**src/hw/rtl/ran_pkg.sv**
```systemverilog
// Package for the rational arithmetic normaliser.
// Holds the sequencer and divider state types, operation codes, register reset values and register addresses.
package ran_pkg;

  typedef enum logic [1:0] {
    OP_ADD = 2'd0,
    OP_SUB = 2'd1,
    OP_MUL = 2'd2,
    OP_DIV = 2'd3
  } op_e;

  typedef enum logic [3:0] {
    ST_IDLE,
    ST_MUL,
    ST_RAW,
    ST_FLUSH,
    ST_GCD,
    ST_QN,
    ST_QD,
    ST_SHIFT,
    ST_DONE
  } state_e;

  typedef enum logic {
    DIV_IDLE,
    DIV_BUSY
  } div_state_e;

  localparam logic [31:0] REDUCE_RESET = 32'd10000;
  localparam logic [31:0] FLUSH_RESET  = 32'd100000;
  localparam logic        REG_REDUCE   = 1'b0;
  localparam logic        REG_FLUSH    = 1'b1;

endpackage

```
**src/hw/rtl/ran_div.sv**
```systemverilog
// Shared restoring divider, one quotient bit per cycle, unsigned.
// Depends on ran_pkg.
module ran_div #(
  parameter int unsigned W = 64
) (
  input  logic         clk_i,
  input  logic         rst_ni,
  input  logic         start_i,
  input  logic [W-1:0] dividend_i,
  input  logic [W-1:0] divisor_i,
  output logic         done_o,
  output logic [W-1:0] quot_o,
  output logic [W-1:0] rem_o
);
  import ran_pkg::*;

  localparam int unsigned CW = $clog2(W + 1);

  div_state_e   state_q, state_d;
  logic [CW-1:0] cnt_q, cnt_d;
  logic [W-1:0]  quot_q, quot_d, rem_q, rem_d, dvs_q, dvs_d;
  logic [W:0]    trial;

  always_ff @(posedge clk_i or negedge rst_ni) begin
    if (!rst_ni) begin
      state_q <= DIV_IDLE;
      cnt_q   <= '0;
    end else begin
      state_q <= state_d;
      cnt_q   <= cnt_d;
    end
  end

  always_ff @(posedge clk_i) begin
    quot_q <= quot_d;
    rem_q  <= rem_d;
    dvs_q  <= dvs_d;
  end

  always_comb begin
    state_d = state_q;
    cnt_d   = cnt_q;
    quot_d  = quot_q;
    rem_d   = rem_q;
    dvs_d   = dvs_q;
    done_o  = 1'b0;
    trial   = {rem_q, quot_q[W-1]} - {1'b0, dvs_q};
    case (state_q)
      DIV_IDLE: begin
        if (start_i) begin
          quot_d  = dividend_i;
          rem_d   = '0;
          dvs_d   = divisor_i;
          cnt_d   = CW'(W);
          state_d = DIV_BUSY;
        end
      end
      DIV_BUSY: begin
        if (!trial[W]) begin
          rem_d  = trial[W-1:0];
          quot_d = {quot_q[W-2:0], 1'b1};
        end else begin
          rem_d  = {rem_q[W-2:0], quot_q[W-1]};
          quot_d = {quot_q[W-2:0], 1'b0};
        end
        cnt_d = cnt_q - 1'b1;
        if (cnt_q == CW'(1)) begin
          state_d = DIV_IDLE;
        end
      end
      default: state_d = DIV_IDLE;
    endcase
    done_o = (state_q == DIV_IDLE);
  end

  assign quot_o = quot_q;
  assign rem_o  = rem_q;

endmodule

```
**config.mk**
```make
export PLATFORM = sky130hd
export DESIGN_NAME = ran_div
export DESIGN_NICKNAME = d
export VERILOG_FILES = /design/src/hw/rtl/ran_pkg.sv /design/src/hw/rtl/ran_div.sv
export SDC_FILE = /design/constraint.sdc
export NUM_CORES = 1
export LEC_CHECK = 0
export ABC_AREA = 1
export ABC_CLOCK_PERIOD_IN_PS = 5300
export BUFFER_PORTS_ARGS = -buffer_cell sky130_fd_sc_hd__buf_4
export CAP_MARGIN = 15
export CORE_MARGIN = 2
export CORE_UTILIZATION = 50
export CTS_BUF_LIST = sky130_fd_sc_hd__clkbuf_2 sky130_fd_sc_hd__clkbuf_4 sky130_fd_sc_hd__clkbuf_8
export DETAILED_ROUTE_END_ITERATION = 12
export GPL_TIMING_DRIVEN = 1
export PLACE_DENSITY_LB_ADDON = 0.3
export SKIP_LAST_GASP = 1
export SLEW_MARGIN = 20
export SYNTH_ARGS = -nofsm -noshare
export SYNTH_HDL_FRONTEND = slang
export SYNTH_SLANG_ARGS = --single-unit
```
**constraint.sdc**
```tcl
create_clock -name clk_i -period 5.3 [get_ports clk_i]
set_clock_uncertainty 0.2 [all_clocks]
set_input_delay 0.53 -clock clk_i [delete_from_list [all_inputs] [get_ports clk_i]]
set_output_delay 0.53 -clock clk_i [all_outputs]
set_load 0.005 [all_outputs]
```
# Word-level counts from Yosys, hierarchy flattened
# Index checks and enable logic that the tools add are counted.
# totals
out_inout_bits	129
wordCells	22
register_bits	200
# op_classes
reduce_logical	1
n_mux	11
n_eq_ne	2
bitwise_logic	1
addsub	2
# op_table
operator	count
$pmux W64 S2	2
$mux W64	3
$sub A65 B64 Y65	1
$pmux W7 S2	1
$eq A7 B1 Y1 const B	1
$mux W7	1
$sub A7 B1 Y7 const B	1
$mux W1	3
$ne A2 B2 Y1 const B	1
$pmux W1 S2	1
$reduce_and A2 Y1	1
$not A1 Y1	1

# Logic depth before layout (Yosys ltp)
# Gate-level depths: netlist of the first run.
# depth
depth_word	3
ltp_mapped	20

# Worst setup path after synthesis of the first run
# OpenSTA, ideal clock, no wires.
# synth_path
path_type	reg-to-reg
from	register state_q
to	register quot_q[0], in the netlist quot_o[0], enable pin
synth_period_minus_slack_ns	4.068
path_slack_ns	1.232
path_buffers	2
stages_incl_launch_ff	5
arrival_time_ns	3.386
cell_sequence	dfrtp_1 clkbuf_1 clkbuf_1 nor2_1 inv_1
# synth_via
elab_chain_cells	2
# synth_lines
element	line_no	text
from (decl)	ran_div.sv:19	div_state_e state_q, state_d;
from (signal assigned)	ran_div.sv:29	state_q <= state_d;
$not A1 Y1	--	
$ne A2 B2 Y1 (no line)	--	
to (signal assigned)	ran_div.sv:35	quot_q <= quot_d;
to (decl)	ran_div.sv:21	logic [W-1:0] quot_q, quot_d, rem_q, rem_d, dvs_q, dvs_d;
# Every way passes these cells.
# A chain may end at the register's enable or synchronous reset.

# Worst setup path in the final report of the first run
# layout_path
from	register quot_q[63], in the netlist quot_o[63]
to	register rem_q[15], in the netlist rem_o[15] (data pin)
# layout_via
elab_chain_cells	3
# layout_lines
element	line_no	text
$sub A65 B64 Y65	ran_div.sv:47	trial = {rem_q, quot_q[W-1]} - {1'b0, dvs_q};
$mux W64	ran_div.sv:59	if (!trial[W]) begin
$pmux W64 S2	ran_div.sv:48	case (state_q)
to (signal assigned)	ran_div.sv:36	rem_q <= rem_d;
to (decl)	ran_div.sv:21	
# Every way passes these cells.

==> run summary, run 1 <==
### Route
• routed wirelength normalized by instance count: 15.4 um
• routed vias: 13800
• DRC errors left: 0
• count of TritonRoute iterations in the first routing pass: 6
• drt total wl: 44.0 mm
• via count normalized by instance count: 4.85
• Iteration-0 DRC Markers: 976
• remaining antenna violation count: 0

### Status
• run status: finished, final reports clean

### Clock network
• clock insertion delay at the later pin of the skew report: 0.53 ns
• Clock transition at path regs: 0.13 ns
• number of buffers inserted during clock tree synthesis: 17
• CTS tree: built
• clk buf depth: 2
• number of levels the H-tree was split into: 4
• number of clock sinks seen by CTS: 200
• cells resized by post-CTS repair: 0
• clk root buf: clkbuf_8

### Worst hold path
• source of the worst hold timing path: dividend_i[32]
• Tightest Hold Check Type: input port to flip-flop

### Yosys
• proportion of synthesized chip area in sequential cells: 41.0%
• total nets after synthesis: 2334
• count of warnings emitted by yosys: 0
• proportion of netlist area held by the largest area contributor: 39.6%
• Post-Syn Area per Cell: 6.81 um^2
• Synth Register Bits: 200
• largest cells by area after synthesis: edfxtp_1 40%, nand2_1 24%, inv_1 11%
• area of the mapped netlist: 14600 um^2
• synthesized instance count: 2136
• unique cell type count in the Yosys netlist: 35
• post-synthesis cell type with the largest combined area: edfxtp_1

### Timing
• pin slew with the least headroom to its limit: 0.909 ns
• final slew viol count: 0
• final total negative setup slack: 0 ns
• RSZ-0062 raised after global routing: no
• hold slack final: 0.0508 ns
• top achievable clock speed: 292 MHz
• final hold violation count: 0
• final count of negative-setup-slack endpoints: 0
• share of the cycle needed by the critical path after routing: 64.6%
• minimum period implied by the final worst setup slack: 3.42 ns
• slew margin rel.: 39.4%

### Layout
• Layout Area Growth over Synthesis: 22.8%
• Net count, final: 2647
• area taken by flip-flops and latches: 5970 um^2
• fraction of final layout cells with drive strength greater than 1: 14.1%
• # fillers: 2687
• antenna cell count: 0
• multi-input logic area: 6770 um^2

### Power
• Leak Pwr: 9.87 nW
• total power: 9.06 mW
• peak ir drop on the vdd network: 0.305 mV
• total power divided by cell area: 507 nW/um^2

### Critical path
• required time of the critical path: 5.38 ns
• critical path peak fanout: 60
• Critical Path Source Type: flip-flop
• worst setup path class: flip-flop to flip-flop
• startpoint of the worst register-to-register path: quot_o[63]$_DFFE_PP_
• arrival time at the worst endpoint: 3.50 ns
• Critical Path Sink Type: flip-flop
• launching element of the worst setup path: quot_o[63]$_DFFE_PP_

### Place
• GPL Wtd Cong: 0.942
• detailed-placement wirelength estimate: 34.4 mm
• count of buffers inserted at the top-level ports: 259

### GRT
• overflow left after global routing: 0
• first-pass GRT wire length: 68.9 mm
• largest net degree at the start of global routing: 112
• number of global-route vias before repair: 13300
• number of antenna violations at the first check in global routing: 0
• overall routing resource usage: 29.0%

### Die
• effective utilization at floorplan: 50.7%
• DIE HEIGHT: 175 um
• Ports: 260
• Die Outline Area: 30500 um^2
• floorplan row count: 62
• Chip Width: 175 um
• Core ar.: 28700 um^2

### Run
• count of max-cap constraint violations: 0

-- kinds of logic (layout without fill, tap and decap cells) --
family	after synthesis	count (layout)	synth area share, %
xor+xnor	31	31	1.87
buf+inv	457	783	12.5
simple gates	1301	1301	35.9
flops	200	200	41.0
compound gates	80	80	2.96
fa+ha+maj	67	67	5.81
-- worst max-delay path: stages, from the launching register on --
cell and delay (ns):
edfxtp_1 0.39, inv_1 0.06, ha_1 0.23, fa_1 0.42
inv_1 0.11, nand2_1 0.06, nand2_1 0.06, nand3_1 0.08
nand2_2 0.13, nand2_1 0.07, nand2_2 0.13, nand2_2 0.08
nand2_4 0.10, nand2_4 0.08, nand2_4 0.07, nand2_2 0.07
nand2_4 0.47, nand2_1 0.13, nand2_1 0.11, nor2_1 0.06
-- power breakdown --
group          switching (mW)  leakage (nW)  total (mW)  internal [mW]
combinational            3.23          7.68        5.21           1.98
sequential              0.373          1.97        2.78           2.41
clock                   0.659         0.214        1.07          0.408
-- path summary, 6_finish.rpt --
kind | endpoint | slack [ns] | depth (start not counted)
min | quot_o[32]$_DFFE_PP_ | 0.05 | 3
min reg2reg | cnt_q[6]$_DFFE_PN0P_ | 0.32 | 1
max in group asynchronous | state_q$_DFF_PN0_ | 4.60 | 2
max reg2reg | rem_o[15]$_SDFFCE_PN0P_ | 1.88 | 19
max | rem_o[15]$_SDFFCE_PN0P_ | 1.88 | 19
min in group asynchronous | cnt_q[4]$_DFFE_PN0P_ | 0.14 | 2
-- metrics by stage --
step | area, um^2 | setup slack [ns] | util [%] | instances
after floorplan | 14600 | 1.23 | - | 2136
after global placement | 16800 | 2.02 | 58.5 | 2749
after detailed placement | 16800 | 1.93 | 58.5 | 2749
after CTS | 17900 | 1.88 | 62.3 | 2846
after global routing | 17900 | 1.58 | 62.3 | 2846
final | 17900 | 1.88 | 62.3 | 2846
-- area by class of cell --
cell class	instances	area share, %
inverter	422	8.88
clock buffer	17	1.31
clock inverter	15	1.09
timing repair buffer	329	14.7
sequential	200	33.4
multi-input combinational	1479	37.9
tap	384	2.69
-- cell usage after synthesis, drive strengths merged --
library cell    n
clkbuf         10
o22ai           1
a21oi          56
fa              1
nand4          14
nor3           12
clkinv          2
nand3          64
o21bai          7
inv           420
and3            1
ha             66
nor4            4
dfrtp           8
or2             2
and2            1
nand2         957
nand3b         14
xor2           31
o21ai          16
nor2          232
buf            25
edfxtp        192
-- sequential cells by signal, indices dropped and copies added, names as in the netlist --
register	flops
dvs_q	64
quot_o	64
rem_o	64
cnt_q	7
state_q	1
-- timing repair --
action                    CTS  global route
hold buffers               65             0
hold endpoints to repair   72             0
setup buffers               0             0
-- per-layer routing --
layer | vias up | global-route usage (%) | wire length [um]
met2 | 470 | 49.9 | 20900
met4 | 0 | 8.47 | 981
li1 | 7093 | - | -
met1 | 6204 | 37.8 | 19400
met3 | 44 | 4.74 | 2640
met5 | - | 0 | 0
-- placed cells by master (no fill, tap or decap), types with 2 or more instances in the layout --
master,n
nor3_1,11
clkinv_8,4
nand4_1,14
clkbuf_8,17
dfrtp_1,7
nand3b_1,14
nand3_2,2
a21oi_1,53
nand2_2,17
edfxtp_1,192
inv_2,11
nor2_1,223
inv_8,2
dlygate4sd3_1,65
a21oi_2,3
nor2_4,3
nand2_1,935
clkinv_4,2
inv_6,5
o21ai_0,16
o21bai_1,7
nor2_2,6
nor4_1,4
nand2_4,5
buf_4,263
nand3_1,62
xor2_1,31
ha_1,66
inv_1,409
Power figures use the tool's default switching activity.
==> run 2, diff against run 1 <==
--- a/config.mk
+++ b/config.mk
@@ -6,7 +6,7 @@
 export NUM_CORES = 1
 export LEC_CHECK = 0
 export ABC_AREA = 1
-export ABC_CLOCK_PERIOD_IN_PS = 5300
+export ABC_CLOCK_PERIOD_IN_PS = 3000
 export BUFFER_PORTS_ARGS = -buffer_cell sky130_fd_sc_hd__buf_4
 export CAP_MARGIN = 15
 export CORE_MARGIN = 2
==> constraint.sdc (replaced) <==
create_clock -name clk_i -period 3 [get_ports clk_i]
set_clock_uncertainty 0.2 [all_clocks]
set_input_delay 0.3 -clock clk_i [delete_from_list [all_inputs] [get_ports clk_i]]
set_output_delay 0.3 -clock clk_i [all_outputs]
set_load 0.005 [all_outputs]
==> run 2 against run 1 <==
  * Via count up 6.0%
  * Utilization up 5.3 points
  * Routed wire length up 9.4%
  * Die area unchanged
  * Global-route usage up 2.2 points
  * First-iteration DRC count up 18%
  * Design area up 8.5%
  * Flip-flop and latch count unchanged
  * Critical path depth down 5
  * Sequential power up 78%
  * Total power up 91%
==> run summary, run 2 (synthesis gave the netlist of run 1 again) <==
### Layout
• fraction of final layout cells with drive strength greater than 1: 17.5%, +3.4 points
• final standard cell utilization of the core: 67.6%, +5.3 points
• Final Instance Count excl. Fillers: 2967, +4.3%
• most common library cell in the layout ignoring fill and taps: nand2_1
• top library cells by usage in the layout, fill and taps aside: 928 x nand2_1, 408 x inv_1, 302 x buf_4
• antenna cell count: 0, unchanged
• post-route design area: 19400 um^2, +8.5%
• multi-input logic area: 7060 um^2, +4.3%
• Layout Area Growth over Synthesis: 33.3%
• # fillers: 2409, -10%
• Net count, final: 2768, +4.6%
• area taken by flip-flops and latches: 5970 um^2, unchanged

### Power
• relative contribution of sequential cells to total power: 28.6%, -2.1 points
• P_int: 9.31 mW, +94%
• Sw Pwr: 8.03 mW, +88%
• Switching Fraction: 46.3%, -0.74 points
• Leak Pwr: 10.5 nW, +6.3%
• total power divided by cell area: 894 nW/um^2, +76%
• peak ir drop on the vdd network: 0.565 mV, +85%
• share of total power in the clock network: 10.9%, -0.9 points
• Comb power frac: 60.5%, +3.0 points

### GRT
• overall routing resource usage: 31.2%, +2.2 points
• first-pass GRT wire length: 74.0 mm, +7.5%
• number of antenna violations at the first check in global routing: 0, unchanged
• largest net degree at the start of global routing: 69, -38%
• number of global-route vias before repair: 14200, +7.3%
• overflow left after global routing: 0, unchanged

### Worst hold path
• Tightest Hold Check Type: input port to flip-flop

### Place
• cell area reported after detailed placement: 17200 um^2, +2.3%
• count of buffers inserted at the top-level ports: 259, unchanged
• DP Cell Count: 2789, +1.5%
• GPL Wtd Cong: 0.959, +1.8%
• detailed-placement wirelength estimate: 35.4 mm, +2.9%

### Timing
• pin slew with the least headroom to its limit: 0.606 ns, -0.302 ns
• final hold violation count: 0, unchanged
• RSZ-0062 raised after global routing: yes
• minimum period implied by the final worst setup slack: 2.91 ns, -0.515 ns
• final slew viol count: 0, unchanged
• final count of negative-setup-slack endpoints: 0, unchanged
• slew margin rel.: 59.6%, +20 points
• top achievable clock speed: 344 MHz, +18%
• hold slack final: 0.268 ns, +0.217 ns
• share of the cycle needed by the critical path after routing: 96.9%, +32 points

### Clock network
• clk buf depth: 2, unchanged
• number of clock sinks seen by CTS: 200, unchanged
• clock insertion delay at the later pin of the skew report: 0.54 ns, about the same
• number of buffers inserted during clock tree synthesis: 17, unchanged
• clk root buf: clkbuf_8
• Clock transition at path regs: 0.13 ns, about the same
• number of levels the H-tree was split into: 4, unchanged
• CTS tree: built

### Route
• via count normalized by instance count: 4.93, +1.6%
• routed wirelength normalized by instance count: 16.2 um, +5.0%
• remaining antenna violation count: 0, unchanged
• Iteration-0 DRC Markers: 1152, +18%
• routed vias: 14600, +6.0%
• count of TritonRoute iterations in the first routing pass: 7, +1
• drt total wl: 48.1 mm, +9.4%
• DRC errors left: 0, unchanged

### Critical path
• Critical Path Source Type: flip-flop
• critical path peak fanout: 16, -73%
• worst setup path class: flip-flop to flip-flop
• crit-path max cell delay: 0.45 ns, -0.02 ns
• required time of the critical path: 3.08 ns, -2.30 ns
• Critical Path Sink Type: flip-flop
• cell with the biggest individual delay on the critical path: edfxtp_1
• R2R Setup Slk: 0.09 ns, -1.79 ns
• arrival time at the worst endpoint: 2.99 ns, -0.51 ns
• CP cell instances: ha_1 > nand2_2 > inv_2 > a21oi_2 > nand2_1 > clkinv_1 > nand2_1 > a21oi_4 > nand2_4 > nand2_2 > nand2_8 > clkbuf_16 > nor2_1 > nor2_1

### Status
• run status: finished, final reports clean

### Die
• Ports: 260, unchanged
• Chip Width: 175 um, unchanged
• DIE HEIGHT: 175 um, unchanged
• Core ar.: 28700 um^2, unchanged
• effective utilization at floorplan: 50.7%, unchanged
• floorplan row count: 62, unchanged
• Die Outline Area: 30500 um^2, unchanged

### Run
• count of max-cap constraint violations: 0, unchanged

run 2: cell count changes in the layout (fill, tap and decap cells not counted), sizes merged:
cell         previous run  this run
dlygate4sd3            65       131
buf                   264       315
inv                   429       424
clkbuf                 17        20
clkinvlp                0         3
clkinv                  7         9
nand2                 957       958
run 2: stage by stage:
step / setup TNS, ns / total power, mW / setup slack [ns]
6_report: 0 / 17.3 / 0.0927
5_1_grt: -0.917 / 18.7 / -0.0660
4_1_cts: 0 / 16.5 / 0.0348
3_5_place_dp: 0 / 14.5 / 0.0777
3_3_place_gp: 0 / 14.3 / 0.124
2_1_floorplan: -30.17 / 10.8 / -0.235
run 2: critical path: cells and delay by family, from the launching register on:
| kind | cells | cell delay, ns |
|---|---|---|
| AO/OA/AOI/OAI | 2 | 0.41 |
| adder cells (fa/ha/maj) | 1 | 0.43 |
| buffers and inverters | 3 | 0.30 |
| flip-flops | 1 | 0.45 |
| AND/OR/NAND/NOR | 8 | 0.86 |
run 2: worst paths after layout:
path                                          from                      end  cells past startpoint
max                        rem_o[45]$_SDFFCE_PN0P_  rem_o[34]$_SDFFCE_PN0P_                     14
min                                  divisor_i[63]      dvs_q[63]$_DFFE_PP_                      2
max reg2reg                rem_o[45]$_SDFFCE_PN0P_  rem_o[34]$_SDFFCE_PN0P_                     14
min reg2reg                   cnt_q[6]$_DFFE_PN0P_     cnt_q[6]$_DFFE_PN0P_                      1
max in group asynchronous                   rst_ni        state_q$_DFF_PN0_                      3
min in group asynchronous                   rst_ni     cnt_q[1]$_DFFE_PN0P_                      3
run 2: timing repair:
action,CTS,global route
setup buffers,0,11
hold endpoints to repair,139,0
gates resized for setup,0,64
hold buffers,131,0
setup endpoints to repair,0,65
run 2: layer usage:
layer / GRT usage [%] / routed length, um
met5: 0 / 0
met4: 11.3 / 1590
met3: 5.50 / 3450
met2: 53.3 / 23100
met1: 39.8 / 19900
run 2: layout make-up:
cell class	count	share of cell area (%)
Sequential cell	200	30.8
Clock inverter	15	1.07
Timing Repair Buffer	449	19.9
Multi-Input combinational cell	1480	36.4
Tap cell	384	2.48
Clock buffer	17	1.21
Inverter	422	8.18
run 2: power groups by stage:
stage	registers, mW	logic (mW)	clock network (mW)
6_report	4.96	10.5	1.90
5_1_grt	5.06	11.6	2.00
4_1_cts	4.92	9.68	1.92
3_5_place_dp	4.94	9.51	0
3_3_place_gp	4.94	9.32	0
2_1_floorplan	4.87	5.97	0
==> run 3, diff against run 2 <==
--- a/config.mk
+++ b/config.mk
@@ -15,6 +15,7 @@
 export DETAILED_ROUTE_END_ITERATION = 12
 export GPL_TIMING_DRIVEN = 1
 export PLACE_DENSITY_LB_ADDON = 0.3
+export REMOVE_ABC_BUFFERS = 1
 export SKIP_LAST_GASP = 1
 export SLEW_MARGIN = 20
 export SYNTH_ARGS = -nofsm -noshare
==> run 3 against run 2 <==
  * Clock power is 6% lower
  * Design area is 2.5% higher
  * Count of clock-buffer cells in the layout stayed put
  * Via count is 3.0% higher
  * Sequential share of layout area is 0.76 points lower
  * Register-to-register slack hardly changed
  * Cell count is 1.6% higher
  * Critical path type unchanged
  * Largest power group unchanged
==> run summary, run 3 (synthesis gave the netlist of run 1 again) <==
### Status
• run status: finished, final reports clean

### Power
• Comb power frac: 62.4%, +1.9 points
• peak ir drop on the vdd network: 0.474 mV, -16%
• Switching Fraction: 46.5%, +0.21 points
• P_int: 9.65 mW, +3.6%
• Sw Pwr: 8.39 mW, +4.5%
• share of total power in the clock network: 9.9%, -1.0 points
• Leak Pwr: 10.7 nW, +1.6%
• total power divided by cell area: 907 nW/um^2, +1.4%
• relative contribution of sequential cells to total power: 27.7%, -0.9 points

### Place
• GPL Wtd Cong: 0.970, +1.1%
• DP Cell Count: 2815, +0.93%
• detailed-placement wirelength estimate: 38.1 mm, +7.6%
• count of buffers inserted at the top-level ports: 259, unchanged

### Layout
• top library cells by usage in the layout, fill and taps aside: 920 x nand2_1, 407 x inv_1, 358 x buf_4
• Net count, final: 2814, +1.7%
• most common library cell in the layout ignoring fill and taps: nand2_1
• Final Instance Count excl. Fillers: 3013, +1.6%
• Layout Area Growth over Synthesis: 36.7%
• fraction of final layout cells with drive strength greater than 1: 20.1%, +2.6 points
• # fillers: 2320, -3.7%

### GRT
• largest net degree at the start of global routing: 64, -7.2%
• overflow left after global routing: 0, unchanged
• number of antenna violations at the first check in global routing: 1, +1
• overall routing resource usage: 32.6%, +1.5 points
• number of global-route vias before repair: 14400, +1.2%
• first-pass GRT wire length: 76.5 mm, +3.3%

### Clock network
• number of buffers inserted during clock tree synthesis: 17, unchanged
• clk root buf: clkbuf_8
• number of clock sinks seen by CTS: 200, unchanged
• clk buf depth: 2, unchanged
• number of levels the H-tree was split into: 4, unchanged
• Clock transition at path regs: 0.12 ns, about the same
• CTS tree: built
• clock insertion delay at the later pin of the skew report: 0.52 ns, -0.02 ns

### Worst hold path
• endpoint of the worst hold path: dvs_q[12]$_DFFE_PP_
• Tightest Hold Check Type: input port to flip-flop
• source of the worst hold timing path: divisor_i[12]
• count of cells along the worst hold path: 2, unchanged

### Timing
• final count of negative-setup-slack endpoints: 0, unchanged
• RSZ-0062 raised after global routing: yes
• slew margin rel.: 62.7%, +3.1 points
• final slew viol count: 0, unchanged
• share of the cycle needed by the critical path after routing: 97.0%, +0.14 points
• hold slack final: 0.288 ns, +0.0203 ns
• pin slew with the least headroom to its limit: 0.560 ns, -0.0463 ns
• top achievable clock speed: 343 MHz, -0.14%
• minimum period implied by the final worst setup slack: 2.91 ns, +0.00417 ns
• final hold violation count: 0, unchanged

### Route
• remaining antenna violation count: 0, unchanged
• count of TritonRoute iterations in the first routing pass: 6, -1
• routed vias: 15100, +3.0%
• Iteration-0 DRC Markers: 1328, +15%
• routed wirelength normalized by instance count: 17.0 um, +5.0%
• DRC errors left: 0, unchanged
• via count normalized by instance count: 5.00, +1.4%
• drt total wl: 51.3 mm, +6.6%

### Die
• Core ar.: 28700 um^2, unchanged
• Ports: 260, unchanged
• Chip Width: 175 um, unchanged
• DIE HEIGHT: 175 um, unchanged
• Die Outline Area: 30500 um^2, unchanged
• floorplan row count: 62, unchanged
• effective utilization at floorplan: 50.7%, unchanged

### Critical path
• startpoint of the worst register-to-register path: rem_o[44]$_SDFFCE_PN0P_
• worst setup path class: flip-flop to flip-flop
• arrival time at the worst endpoint: 2.99 ns, about the same
• required time of the critical path: 3.08 ns, about the same
• worst reg-to-reg path cell count: 15, +1
• capturing point of the worst reg2reg path: rem_o[44]$_SDFFCE_PN0P_
• Critical Path Sink Type: flip-flop
• critical path peak fanout: 15, -1
• Critical Path Source Type: flip-flop
• R2R Setup Slk: 0.09 ns, about the same

### Run
• count of max-cap constraint violations: 0, unchanged

-- run 3: timing repair --
| item | 4_1_cts | 5_1_grt |
|---|---|---|
| gates resized for setup | 10 | 84 |
| setup buffers | 1 | 30 |
| gates cloned | 2 | 2 |
| hold endpoints to repair | 138 | 0 |
| endpoints found under the setup margin | 12 | 63 |
| pin swaps | 2 | 11 |
| hold buffers | 131 | 0 |
-- run 3: layout make-up --
| type | count | area, um^2 | area share [%] |
|---|---|---|---|
| antenna | 1 | 2.50 | 0.0126 |
| clock buffer | 17 | 234 | 1.18 |
| clock inverter | 14 | 163 | 0.818 |
| inverter | 422 | 1590 | 7.98 |
| multi-input combinational | 1481 | 7340 | 36.9 |
| sequential | 200 | 5970 | 30.0 |
| tap | 384 | 480 | 2.42 |
| timing repair buffer | 494 | 4110 | 20.7 |
-- run 3: routing by layer --
layer  track usage [%]  share of wire (%)  up-vias
li1                  -                  -     7432
met1              41.6                 41     6887
met2              56.5                 48      659
met3              5.42                7.4       91
met4              10.9                3.4        0
met5                 0                  0        -
-- run 3: worst max-delay path, cell delays in order (launching register included) --
cell	delay (ns)
edfxtp_1	0.44
ha_2	0.36
nand2_1	0.08
nand2_1	0.11
a21oi_2	0.19
nand2_1	0.10
clkinv_1	0.06
nand2_2	0.08
a21oi_4	0.27
nand2_4	0.11
nand2_4	0.11
nand2_8	0.10
buf_12	0.17
buf_4	0.14
nor2_1	0.08
nor2_1	0.06
-- run 3: worst max path at each step --
stage	from	endpoint	slack, ns	depth (start not counted)
2_1_floorplan	state_q$_DFF_PN0_	cnt_q[6]$_DFFE_PN0P_	-3.35	5
3_3_place_gp	rem_o[43]$_SDFFCE_PN0P_	rem_o[37]$_SDFFCE_PN0P_	0.05	14
3_5_place_dp	quot_o[63]$_DFFE_PP_	rem_o[35]$_SDFFCE_PN0P_	-0.02	20
4_1_cts	rem_o[44]$_SDFFCE_PN0P_	rem_o[2]$_SDFFCE_PN0P_	0.0007	15
5_1_grt	rem_o[45]$_SDFFCE_PN0P_	rem_o[61]$_SDFFCE_PN0P_	-0.06	15
6_report	rem_o[44]$_SDFFCE_PN0P_	rem_o[44]$_SDFFCE_PN0P_	0.09	15
-- run 3: per-stage QoR --
stage	TNS, ns	setup WS (ns)	utilization (%)	instance area (um^2)	power [mW]
floorplan	-699.54	-3.35	-	14300	10.6
global placement	0	0.0524	60.4	17300	14.5
detailed placement	-0.0254	-0.0218	60.4	17300	14.7
CTS	0	0.000728	66.7	19100	16.9
global route	-0.218	-0.0601	69.3	19900	19.4
finish	0	0.0885	69.3	19900	18.0
-- run 3: power groups by stage --
stage	Clock, mW	Sequential (mW)	Combinational (mW)
final	1.78	5.00	11.3
after global routing	1.90	5.08	12.4
after CTS	1.83	4.90	10.2
after detailed placement	0	4.93	9.80
after global placement	0	4.93	9.60
after floorplan	0	4.86	5.70
